**config.mk**
```make
export PLATFORM = sky130hd
export DESIGN_NAME = bitmap_page_allocator_top_flat
export DESIGN_NICKNAME = d
export VERILOG_FILES = /design/src/rtl/bpa_pkg.sv /design/src/rtl/bpa_stream_if.sv /design/src/rtl/bpa_ram.sv /design/src/rtl/bpa_word_scan.sv /design/src/rtl/bitmap_page_allocator_top.sv /design/src/flat_wrapper.sv
export SDC_FILE = /design/constraint.sdc
export NUM_CORES = 2
export LEC_CHECK = 0
export BUFFER_PORTS_ARGS = -buffer_cell sky130_fd_sc_hd__buf_2
export CORE_UTILIZATION = 30
export CTS_CLUSTER_SIZE = 10
export DETAILED_ROUTE_END_ITERATION = 10
export HOLD_SLACK_MARGIN = 0.15
export PLACE_DENSITY = 0.54
export SYNTH_ARGS = -nofsm -noshare
export SYNTH_HDL_FRONTEND = slang
export SYNTH_SLANG_ARGS = --single-unit
```
**constraint.sdc**
```tcl
create_clock -name clock -period 21.3 [get_ports clock]
set_input_delay 1.065 -clock clock [delete_from_list [all_inputs] [get_ports clock]]
set_output_delay 1.065 -clock clock [all_outputs]
set_load 0.02 [all_outputs]
```
**src/rtl/bpa_pkg.sv**
```systemverilog
// ----------------------------------------------------------------------------
// bpa_pkg
// Shared types and constants for the bitmap page allocator: field widths,
// status and operation codes, register indexes and channel payloads.
// ----------------------------------------------------------------------------
package bpa_pkg;

   // Bitmap storage is organised as 64-bit words
   localparam int unsigned WORD_BITS = 64;
   localparam int unsigned BIT_W     = 6;

   // Field widths
   localparam int unsigned CNT_W    = 11;
   localparam int unsigned SIZE_W   = 41;
   localparam int unsigned ADDR_W   = 48;
   localparam int unsigned STATUS_W = 3;
   localparam int unsigned SHIFT_W  = 5;

   // Page size shifts: 2 MiB and 1 GiB
   localparam logic [SHIFT_W-1:0] SHIFT_2M = 5'd21;
   localparam logic [SHIFT_W-1:0] SHIFT_1G = 5'd30;

   // Operation codes
   localparam logic OP_ALLOC   = 1'b0;
   localparam logic OP_RELEASE = 1'b1;

   // Configuration register indexes
   localparam int unsigned CSR_IDX_W  = 2;
   localparam int unsigned CSR_DATA_W = 48;
   localparam logic [CSR_IDX_W-1:0] CSR_PAGE_SIZE_SELECT = 2'd0;
   localparam logic [CSR_IDX_W-1:0] CSR_PAGE_COUNT       = 2'd1;
   localparam logic [CSR_IDX_W-1:0] CSR_POOL_BASE        = 2'd2;

   // Result status codes
   typedef enum logic [STATUS_W-1:0] {
      STATUS_OK           = 3'd0,
      STATUS_ZERO_SIZE    = 3'd1,
      STATUS_NO_SPACE     = 3'd2,
      STATUS_OUTSIDE_POOL = 3'd3,
      STATUS_ALREADY_FREE = 3'd4
   } status_type;

   typedef struct packed {
      logic                opcode;
      logic [SIZE_W-1:0]   request_size;
      logic [ADDR_W-1:0]   release_address;
   } req_payload_type;

   typedef struct packed {
      logic [STATUS_W-1:0] status;
      logic [ADDR_W-1:0]   granted_address;
      logic [CNT_W-1:0]    free_page_count;
   } rsp_payload_type;

   // Outcome of looking for a free page in one bitmap word
   typedef struct packed {
      logic             found;
      logic [BIT_W-1:0] bit_idx;
   } scan_result_type;

endpackage

```
**src/rtl/bpa_stream_if.sv**
```systemverilog
// ----------------------------------------------------------------------------
// bpa_stream_if
// Valid/ready channel carrying one payload item per handshake.
// ----------------------------------------------------------------------------
interface bpa_stream_if #(
   parameter type payload_type = logic
);
   logic        valid;
   logic        ready;
   payload_type payload;

   modport source (output valid, output payload, input ready);
   modport sink   (input valid, input payload, output ready);
endinterface

```
**src/rtl/bpa_ram.sv**
```systemverilog
// ----------------------------------------------------------------------------
// bpa_ram
// Generic single-clock RAM: one write port, one read port, registered read.
// ----------------------------------------------------------------------------
module bpa_ram #(
   parameter int unsigned WIDTH = 64,
   parameter int unsigned DEPTH = 16,
   parameter int unsigned AW    = (DEPTH > 1) ? $clog2(DEPTH) : 1
) (
   input  logic             clock,
   input  logic             wr_en,
   input  logic [AW-1:0]    wr_addr,
   input  logic [WIDTH-1:0] wr_data,
   input  logic [AW-1:0]    rd_addr,
   output logic [WIDTH-1:0] rd_data
);

   logic [WIDTH-1:0] mem [DEPTH];
   logic [WIDTH-1:0] rd_data_ff;

   // Write, and register the read word
   always_ff @(posedge clock) begin
      if (wr_en) begin
         mem[wr_addr] <= wr_data;
      end
      rd_data_ff <= mem[rd_addr];
   end

   assign rd_data = rd_data_ff;

endmodule

```
**src/rtl/bpa_word_scan.sv**
```systemverilog
// ----------------------------------------------------------------------------
// bpa_word_scan
// Finds the lowest free page in one bitmap word, restricted to the pages
// that the mask admits.
// ----------------------------------------------------------------------------
module bpa_word_scan (
   input  logic [bpa_pkg::WORD_BITS-1:0] used_word,
   input  logic [bpa_pkg::WORD_BITS-1:0] pool_mask,
   output bpa_pkg::scan_result_type      result
);
   import bpa_pkg::*;

   logic [WORD_BITS-1:0] candidates;

   assign candidates = ~used_word & pool_mask;

   // Priority encode, lowest bit wins
   always_comb begin
      result.found   = |candidates;
      result.bit_idx = '0;
      for (int i = WORD_BITS - 1; i >= 0; i--) begin
         if (candidates[i]) begin
            result.bit_idx = BIT_W'(i);
         end
      end
   end

endmodule

```
**src/rtl/bitmap_page_allocator_top.sv**
```systemverilog
// ----------------------------------------------------------------------------
// bitmap_page_allocator_top
// First-fit allocator of fixed-size pages over a used-page bitmap held in a
// RAM of 64-bit words.
// ----------------------------------------------------------------------------
// Allocate: decode, a first-free search reading W bitmap words (one per
//   cycle, at most ceil(pool pages / 64), 16 for 1024 pages), result.
// Release: decode, bit check and clear, result; outside the pool, no check.
// One item at a time; a result may wait in the output register while the
//   next item is accepted.
// Reset: synchronous; a clearing pass zeroes the ceil(MAX_PAGES / 64)
//   bitmap words before the first item is accepted.
module bitmap_page_allocator_top #(
   parameter int unsigned MAX_PAGES = 1024
) (
   input  logic                             clock,
   input  logic                             reset,
   bpa_stream_if.sink                       req_stream,
   bpa_stream_if.source                     rsp_stream,
   input  logic                             csr_write_enable,
   input  logic [bpa_pkg::CSR_IDX_W-1:0]    csr_index,
   input  logic [bpa_pkg::CSR_DATA_W-1:0]   csr_write_data
);
   import bpa_pkg::*;

   localparam int unsigned MAP_WORDS = (MAX_PAGES + WORD_BITS - 1) / WORD_BITS;
   localparam int unsigned AW        = (MAP_WORDS > 1) ? $clog2(MAP_WORDS) : 1;
   localparam int unsigned PW        = AW + BIT_W;
   localparam int unsigned LIMIT_INT = (MAX_PAGES > 2047) ? 2047 : MAX_PAGES;
   localparam int unsigned CMP_W     = (AW > CNT_W) ? AW : CNT_W;
   localparam logic [CNT_W-1:0] MAX_LIMIT  = CNT_W'(LIMIT_INT);
   localparam logic [AW-1:0]    LAST_MAP_W = AW'(MAP_WORDS - 1);

   typedef enum logic [2:0] {
      ST_CLEAR,
      ST_IDLE,
      ST_EXEC,
      ST_SCAN,
      ST_REL_CHK,
      ST_RESP
   } state_type;

   // Configuration registers
   logic                page_size_select_ff;
   logic [CNT_W-1:0]    page_count_ff;
   logic [ADDR_W-1:0]   pool_base_ff;

   // Control and working registers
   state_type           state_ff, state_in;
   logic [AW-1:0]       clr_ff, clr_in;
   logic [AW-1:0]       scan_ff, scan_in;
   logic [CNT_W-1:0]    used_ff, used_in;
   logic                op_ff, op_in;
   logic [SIZE_W-1:0]   size_ff, size_in;
   logic [ADDR_W-1:0]   addr_ff, addr_in;
   logic [AW-1:0]       word_ff, word_in;
   logic [BIT_W-1:0]    bit_ff, bit_in;
   logic [PW-1:0]       idx_ff, idx_in;
   status_type          status_ff, status_in;
   logic                grant_ff, grant_in;
   logic                rsp_valid_ff, rsp_valid_in;
   rsp_payload_type     rsp_payload_ff, rsp_payload_in;

   // RAM port signals
   logic                 ram_wr_en;
   logic [AW-1:0]        ram_wr_addr;
   logic [WORD_BITS-1:0] ram_wr_data;
   logic [AW-1:0]        ram_rd_addr;
   logic [WORD_BITS-1:0] ram_rd_data;

   // Derived values
   logic [CNT_W-1:0]     limit;
   logic [CNT_W-1:0]     limit_m1;
   logic [CNT_W-1:0]     free_count;
   logic [SHIFT_W-1:0]   shift;
   logic [SIZE_W-1:0]    size_pages;
   logic [SIZE_W-1:0]    size_rem_mask;
   logic [SIZE_W-1:0]    req_page_total;
   logic                 rel_below;
   logic [ADDR_W-1:0]    rel_offset;
   logic [ADDR_W-1:0]    rel_page;
   logic                 rel_outside;
   logic [PW-1:0]        rel_idx;
   logic [CMP_W-1:0]     scan_ext;
   logic [CMP_W-1:0]     lim_word_ext;
   logic [CMP_W-1:0]     last_word_ext;
   logic [WORD_BITS-1:0] pool_mask;
   logic [ADDR_W-1:0]    grant_offset;
   logic [ADDR_W-1:0]    granted;
   scan_result_type      scan_result;

   // Hold configuration writes
   always_ff @(posedge clock) begin
      if (reset) begin
         page_size_select_ff <= 1'b0;
         page_count_ff       <= '0;
         pool_base_ff        <= '0;
      end else if (csr_write_enable) begin
         unique case (csr_index)
            CSR_PAGE_SIZE_SELECT: page_size_select_ff <= csr_write_data[0];
            CSR_PAGE_COUNT:       page_count_ff       <= csr_write_data[CNT_W-1:0];
            CSR_POOL_BASE:        pool_base_ff        <= csr_write_data[ADDR_W-1:0];
            default: ;
         endcase
      end
   end

   // Pool size, page shift and free pages
   assign limit      = (page_count_ff > MAX_LIMIT) ? MAX_LIMIT : page_count_ff;
   assign limit_m1   = limit - CNT_W'(1);
   assign shift      = page_size_select_ff ? SHIFT_1G : SHIFT_2M;
   assign free_count = (limit > used_ff) ? (limit - used_ff) : '0;

   // Round the requested size up to whole pages
   assign size_pages     = size_ff >> shift;
   assign size_rem_mask  = (SIZE_W'(1) << shift) - SIZE_W'(1);
   assign req_page_total = size_pages + SIZE_W'(|(size_ff & size_rem_mask));

   // Locate the page named by a release address
   assign rel_below   = addr_ff < pool_base_ff;
   assign rel_offset  = addr_ff - pool_base_ff;
   assign rel_page    = rel_offset >> shift;
   assign rel_outside = rel_below || (rel_page >= ADDR_W'(limit));
   assign rel_idx     = rel_page[PW-1:0];

   // Admit only pages inside the pool in the word under scan
   assign scan_ext      = CMP_W'(scan_ff);
   assign lim_word_ext  = CMP_W'(limit[CNT_W-1:BIT_W]);
   assign last_word_ext = CMP_W'(limit_m1[CNT_W-1:BIT_W]);
   always_comb begin
      if (scan_ext < lim_word_ext) begin
         pool_mask = '1;
      end else if (scan_ext == lim_word_ext) begin
         pool_mask = (WORD_BITS'(1) << limit[BIT_W-1:0]) - WORD_BITS'(1);
      end else begin
         pool_mask = '0;
      end
   end

   // Address of the granted page
   assign grant_offset = ADDR_W'(idx_ff) << shift;
   assign granted      = pool_base_ff + grant_offset;

   bpa_word_scan u_word_scan (
      .used_word (ram_rd_data),
      .pool_mask (pool_mask),
      .result    (scan_result)
   );

   bpa_ram #(
      .WIDTH (WORD_BITS),
      .DEPTH (MAP_WORDS),
      .AW    (AW)
   ) u_map_ram (
      .clock   (clock),
      .wr_en   (ram_wr_en),
      .wr_addr (ram_wr_addr),
      .wr_data (ram_wr_data),
      .rd_addr (ram_rd_addr),
      .rd_data (ram_rd_data)
   );

   assign req_stream.ready   = (state_ff == ST_IDLE);
   assign rsp_stream.valid   = rsp_valid_ff;
   assign rsp_stream.payload = rsp_payload_ff;

   // Clear the bitmap after reset, then sequence one item: decode, bitmap read-modify-write, result
   always_comb begin
      state_in       = state_ff;
      clr_in         = clr_ff;
      scan_in        = scan_ff;
      used_in        = used_ff;
      op_in          = op_ff;
      size_in        = size_ff;
      addr_in        = addr_ff;
      word_in        = word_ff;
      bit_in         = bit_ff;
      idx_in         = idx_ff;
      status_in      = status_ff;
      grant_in       = grant_ff;
      rsp_valid_in   = rsp_valid_ff && !rsp_stream.ready;
      rsp_payload_in = rsp_payload_ff;
      ram_wr_en      = 1'b0;
      ram_wr_addr    = scan_ff;
      ram_wr_data    = '0;
      ram_rd_addr    = scan_ff + AW'(1);

      unique case (state_ff)
         ST_CLEAR: begin
            ram_wr_en   = 1'b1;
            ram_wr_addr = clr_ff;
            if (clr_ff == LAST_MAP_W) begin
               state_in = ST_IDLE;
            end else begin
               clr_in = clr_ff + AW'(1);
            end
         end

         ST_IDLE: begin
            if (req_stream.valid) begin
               op_in    = req_stream.payload.opcode;
               size_in  = req_stream.payload.request_size;
               addr_in  = req_stream.payload.release_address;
               state_in = ST_EXEC;
            end
         end

         ST_EXEC: begin
            grant_in = 1'b0;
            if (op_ff == OP_ALLOC) begin
               if (size_ff == '0) begin
                  status_in = STATUS_ZERO_SIZE;
                  state_in  = ST_RESP;
               end else if (free_count == '0 ||
                            req_page_total > SIZE_W'(free_count)) begin
                  status_in = STATUS_NO_SPACE;
                  state_in  = ST_RESP;
               end else begin
                  ram_rd_addr = '0;
                  scan_in     = '0;
                  state_in    = ST_SCAN;
               end
            end else begin
               if (rel_outside) begin
                  status_in = STATUS_OUTSIDE_POOL;
                  state_in  = ST_RESP;
               end else begin
                  ram_rd_addr = rel_idx[PW-1:BIT_W];
                  word_in     = rel_idx[PW-1:BIT_W];
                  bit_in      = rel_idx[BIT_W-1:0];
                  state_in    = ST_REL_CHK;
               end
            end
         end

         ST_SCAN: begin
            // The next word is already being read while this one is checked
            if (scan_result.found) begin
               ram_wr_en   = 1'b1;
               ram_wr_addr = scan_ff;
               ram_wr_data = ram_rd_data | (WORD_BITS'(1) << scan_result.bit_idx);
               idx_in      = {scan_ff, scan_result.bit_idx};
               used_in     = used_ff + CNT_W'(1);
               status_in   = STATUS_OK;
               grant_in    = 1'b1;
               state_in    = ST_RESP;
            end else if (scan_ext == last_word_ext || scan_ff == LAST_MAP_W) begin
               status_in = STATUS_NO_SPACE;
               state_in  = ST_RESP;
            end else begin
               scan_in = scan_ff + AW'(1);
            end
         end

         ST_REL_CHK: begin
            if (!ram_rd_data[bit_ff]) begin
               status_in = STATUS_ALREADY_FREE;
            end else begin
               ram_wr_en   = 1'b1;
               ram_wr_addr = word_ff;
               ram_wr_data = ram_rd_data & ~(WORD_BITS'(1) << bit_ff);
               if (used_ff != '0) begin
                  used_in = used_ff - CNT_W'(1);
               end
               status_in = STATUS_OK;
            end
            state_in = ST_RESP;
         end

         ST_RESP: begin
            // Load the output register once it is free
            if (!rsp_valid_ff || rsp_stream.ready) begin
               rsp_valid_in                   = 1'b1;
               rsp_payload_in.status          = status_ff;
               rsp_payload_in.granted_address = grant_ff ? granted : '0;
               rsp_payload_in.free_page_count = free_count;
               state_in                       = ST_IDLE;
            end
         end

         default: begin
            state_in = ST_IDLE;
         end
      endcase
   end

   // Advance state and registered outputs
   always_ff @(posedge clock) begin
      if (reset) begin
         state_ff     <= ST_CLEAR;
         clr_ff       <= '0;
         used_ff      <= '0;
         rsp_valid_ff <= 1'b0;
      end else begin
         state_ff     <= state_in;
         clr_ff       <= clr_in;
         used_ff      <= used_in;
         rsp_valid_ff <= rsp_valid_in;
      end
      scan_ff        <= scan_in;
      op_ff          <= op_in;
      size_ff        <= size_in;
      addr_ff        <= addr_in;
      word_ff        <= word_in;
      bit_ff         <= bit_in;
      idx_ff         <= idx_in;
      status_ff      <= status_in;
      grant_ff       <= grant_in;
      rsp_payload_ff <= rsp_payload_in;
   end

endmodule

```
**src/flat_wrapper.sv**
```systemverilog
// flat-port wrapper written by rule: the top's interface ports become plain ports
module bitmap_page_allocator_top_flat import bpa_pkg::*;
#(
   parameter int unsigned MAX_PAGES = 1024
)
  (clock, reset, csr_write_enable, csr_index, csr_write_data, req_stream_valid, req_stream_payload, req_stream_ready, rsp_stream_valid, rsp_stream_payload, rsp_stream_ready);
  bpa_stream_if #(.payload_type(req_payload_type)) req_stream_i ();
  bpa_stream_if #(.payload_type(rsp_payload_type)) rsp_stream_i ();
  input  logic clock;
  input  logic reset;
  input  logic csr_write_enable;
  input  logic [bpa_pkg::CSR_IDX_W-1:0] csr_index;
  input  logic [bpa_pkg::CSR_DATA_W-1:0] csr_write_data;
  input wire logic [$bits(req_stream_i.valid)-1:0] req_stream_valid;
  input wire logic [$bits(req_stream_i.payload)-1:0] req_stream_payload;
  output wire logic [$bits(req_stream_i.ready)-1:0] req_stream_ready;
  output wire logic [$bits(rsp_stream_i.valid)-1:0] rsp_stream_valid;
  output wire logic [$bits(rsp_stream_i.payload)-1:0] rsp_stream_payload;
  input wire logic [$bits(rsp_stream_i.ready)-1:0] rsp_stream_ready;
  assign req_stream_i.valid = req_stream_valid;
  assign req_stream_i.payload = req_stream_payload;
  assign req_stream_ready = req_stream_i.ready;
  assign rsp_stream_valid = rsp_stream_i.valid;
  assign rsp_stream_payload = rsp_stream_i.payload;
  assign rsp_stream_i.ready = rsp_stream_ready;
  bitmap_page_allocator_top #(.MAX_PAGES(MAX_PAGES)) u_core (.clock(clock), .reset(reset), .req_stream(req_stream_i), .rsp_stream(rsp_stream_i), .csr_write_enable(csr_write_enable), .csr_index(csr_index), .csr_write_data(csr_write_data));
endmodule
```
==> flow_summary.json <==
{
  "worstMarginPinSlew_ns": 1.33,
  "ys_seq_area_share_pct": 64.3,
  "dp_hpwl_um": 118000,
  "nNetsFinal": 5197,
  "p_per_area_nw_per_um2": 81.8,
  "die_area_sq_um": 204000,
  "cp.arrival_ns": 10.25,
  "synth_common_cells": "1204 x edfxtp_1, 540 x nand2_1, 269 x a21oi_1",
  "power.internal_uw": 4420,
  "synth-xor-area-share_pct": 1.13,
  "numCtsBuffers": 156,
  "setup_viol": 0,
  "p_leak_uw": 0.0235,
  "postLayoutCellArea_sq_um": 69800,
  "tns_ns": 0,
  "synth_most_common_cell": "edfxtp_1",
  "max_slew_margin_pct": 10.5,
  "finalHoldViolCount": 0,
  "power_switching_share_pct": 22.6,
  "grt_overflow_total": 0,
  "crit_buf_inv": 6,
  "hp-class": "input port to register",
  "rsz0062_at_grt": "no",
  "vias_per_cell": 5.42,
  "first_iter_violations": 4860,
  "antenna_found_initial": 9,
  "cts-root-buf": "clkbuf_16",
  "synth_top_family_by_area": "compound AO/OA/AOI/OAI gates",
  "finalClockSkew_ns": 0.0564,
  "ios": 209,
  "routedWlPerCell_um": 25.3,
  "drtPass1Iterations": 6,
  "row_count": 164,
  "start_util_pct": 30.3,
  "antenna_left": 0,
  "drv_slew": 0,
  "vias": 41700,
  "synth-edff-count": 1204,
  "crit_path_end_kind": "register",
  "grt_usage_pct": 18.5,
  "grt_start_max_net_pins": 132,
  "avgSynthCellArea_sq_um": 12.8,
  "cts_num_sinks": 1347,
  "fin_crit_sh_pct": 44.9,
  "drc": 0,
  "synthFlopType": "edfxtp_1",
  "critPathSlowestCell": "a211oi_1",
  "path_max_fanout": 34,
  "numPortBuffers": 208,
  "cts_htree_levels": 4,
  "comb_power_share_pct": 4.6,
  "routed_wl_um": 195000,
  "yosys_warnings": 0,
  "netlist.area_leader.share_pct": 59.6,
  "p_seq_share_pct": 51.3,
  "cts-hold-fix-buffers": 0,
  "netSwitchingPower_uw": 1290,
  "yosysTopAreaCell": "edfxtp_1",
  "crit_family": "compound AO/OA/AOI/OAI gates",
  "drive_gt1_share_pct": 13.2,
  "clk_latency_ns": 0.83,
  "chipWidth_um": 452,
  "clk_pin_slew_worst_paths_ns": 0.06,
  "synth-seq-cells": 1347,
  "grt_first_pass_wirelength_um": 280000,
  "post-place-ws_ns": 11.86,
  "first_global_vias": 39800,
  "required_ns": 21.99,
  "fp.coreArea_sq_um": 200000,
  "synth_area_leaders": "edfxtp_1 60%, dfxtp_1 4.7%, nand2_1 3.3%",
  "post_cts_buffers": 0,
  "setup_ws_ns": 11.74,
  "max_freq_ghz": 0.105,
  "synthArstFlopShare_pct": 0,
  "synth_simple_gate_area_share_pct": 10.9,
  "fill_cells": 19500,
  "synth_cells": 4726,
  "status": "completed",
  "gp_congestion": 0.970,
  "p_total_uw": 5710,
  "die_y_um": 452,
  "syn_to_final_growth_pct": 15.0,
  "clk_path_buf_depth": 3,
  "crit_path_start_kind": "register",
  "synth_compound_area_share_pct": 12.9,
  "slowest_delay_ns": 0.89,
  "synth_fa_ha_area_share_pct": 2.55,
  "crit_type": "register to register",
  "peakVddDrop_mv": 0.0756,
  "synth.mux.area_fraction_pct": 5.43,
  "netlist_area_sq_um": 60700,
  "dpl_cell_area_sq_um": 65000,
  "cts_tree": "built",
  "cts_resized": 0,
  "synth_cell_type_count": 103,
  "fin_crit_ns": 9.56,
  "maxCapViolCount": 0,
  "pwr-share-clk_pct": 44.1
}
## placed cells by master, fill, tap and decap left out, types with 27 or more instances in the layout
cell type | synthesis | layout
edfxtp_1 | 1204 | 1204
nand2_1 | 540 | 537
a21oi_1 | 269 | 266
nor2_1 | 229 | 210
buf_2 | 48 | 208
mux2i_1 | 202 | 202
o21ai_0 | 192 | 185
clkbuf_16 | 0 | 157
and2_1 | 153 | 151
dfxtp_1 | 143 | 142
inv_1 | 133 | 132
a221oi_1 | 131 | 131
a32oi_1 | 128 | 128
ha_1 | 119 | 119
buf_4 | 9 | 112
clkbuf_1 | 180 | 98
o21bai_1 | 81 | 81
mux2_2 | 69 | 69
and4_1 | 67 | 67
a2bb2oi_1 | 64 | 64
nor3_1 | 58 | 57
xnor2_1 | 51 | 51
nand3_1 | 47 | 47
a21o_1 | 45 | 44
o21ai_1 | 35 | 40
nor2b_1 | 37 | 35
and3_1 | 31 | 31
nor4_1 | 31 | 31
nand2b_1 | 27 | 27
xor2_1 | 27 | 27
## area by class of cell
cell class                      count  area (sq um)  share of cell area [%]
Clock inverter                     22           452                   0.647
Timing Repair Buffer              323          1940                    2.78
Antenna cell                        1          2.50                 0.00359
Inverter                          136           512                   0.733
Multi-Input combinational cell   2966         20200                    29.0
Sequential cell                  1347         39000                    55.9
Clock buffer                      256          4310                    6.18
Tap cell                         2656          3320                    4.76
## through the flow
step,hold slack [ns],cells,util (%)
2_1_floorplan,0.400,4727,-
3_3_place_gp,0.417,7428,32.5
3_5_place_dp,0.422,7428,32.5
4_1_cts,0.361,7706,34.9
5_1_grt,0.377,7706,34.9
6_report,0.430,7707,34.9
## logic make-up after synthesis
group                    Yosys count
adder cells (fa/ha/maj)          122
buffers and inverters            414
AND/OR/NAND/NOR                 1336
flip-flops                      1347
other                              1
XOR/XNOR                          78
multiplexers                     294
AO/OA/AOI/OAI                   1134
## worst register-to-register path: cells and delay by family, from the launching register on
| family | cells | cell delay (ns) |
|---|---|---|
| flops | 1 | 0.30 |
| fa+ha+maj | 2 | 0.77 |
| simple gates | 7 | 1.06 |
| buf+inv | 6 | 2.73 |
| compound gates | 16 | 4.60 |
## layer usage
| metal | vias up | wire length, um | track usage [%] |
|---|---|---|---|
| met3 | 306 | 15400 | 3.53 |
| met1 | 21100 | 88200 | 26.5 |
| met5 | - | 39 | 0 |
| li1 | 18500 | - | - |
| met2 | 1814 | 86500 | 28.5 |
| met4 | 8 | 5080 | 5.14 |
## sequential cells by signal (all words and copies together), names as in the netlist
name and count:
u_core.status_ff 3, u_core.op_ff 1, u_core.word_ff 4, u_core.rsp_stream.valid 1, u_core.page_count_ff 11, u_core.u_map_ram.rd_data 64
u_core.page_size_select_ff 1, u_core.bit_ff 6, u_core.idx_ff 10, u_core.state_ff 3, u_core.used_ff 11, u_core.addr_ff 48
u_core.rsp_stream.payload 62, u_core.u_map_ram.mem 1024, u_core.grant_ff 1, u_core.pool_base_ff 48, u_core.size_ff 41, u_core.clr_ff 4
u_core.scan_ff 4
## final timing paths
kind                                         start                                      end  slack, ns  depth (start not counted)
max reg2reg  u_core.page_count_ff[10]$_SDFFE_PP0P_     u_core.u_map_ram.rd_data[11]$_DFF_P_      11.74                         31
min reg2reg          u_core.status_ff[1]$_DFFE_PP_  u_core.rsp_stream.payload[60]$_DFFE_PP_       0.44                          0
max          u_core.page_count_ff[10]$_SDFFE_PP0P_     u_core.u_map_ram.rd_data[11]$_DFF_P_      11.74                         31
min                         req_stream_payload[89]                   u_core.op_ff$_DFFE_PP_       0.43                          1
## power groups by stage
stage	logic [uW]	clock network, uW	registers, uW
final	263	2520	2930
after global routing	282	2670	2930
after CTS	261	2570	2930
after detailed placement	259	0	2980
after global placement	261	0	2980
after floorplan	153	0	2970
(Power assumes the default switching activity.)
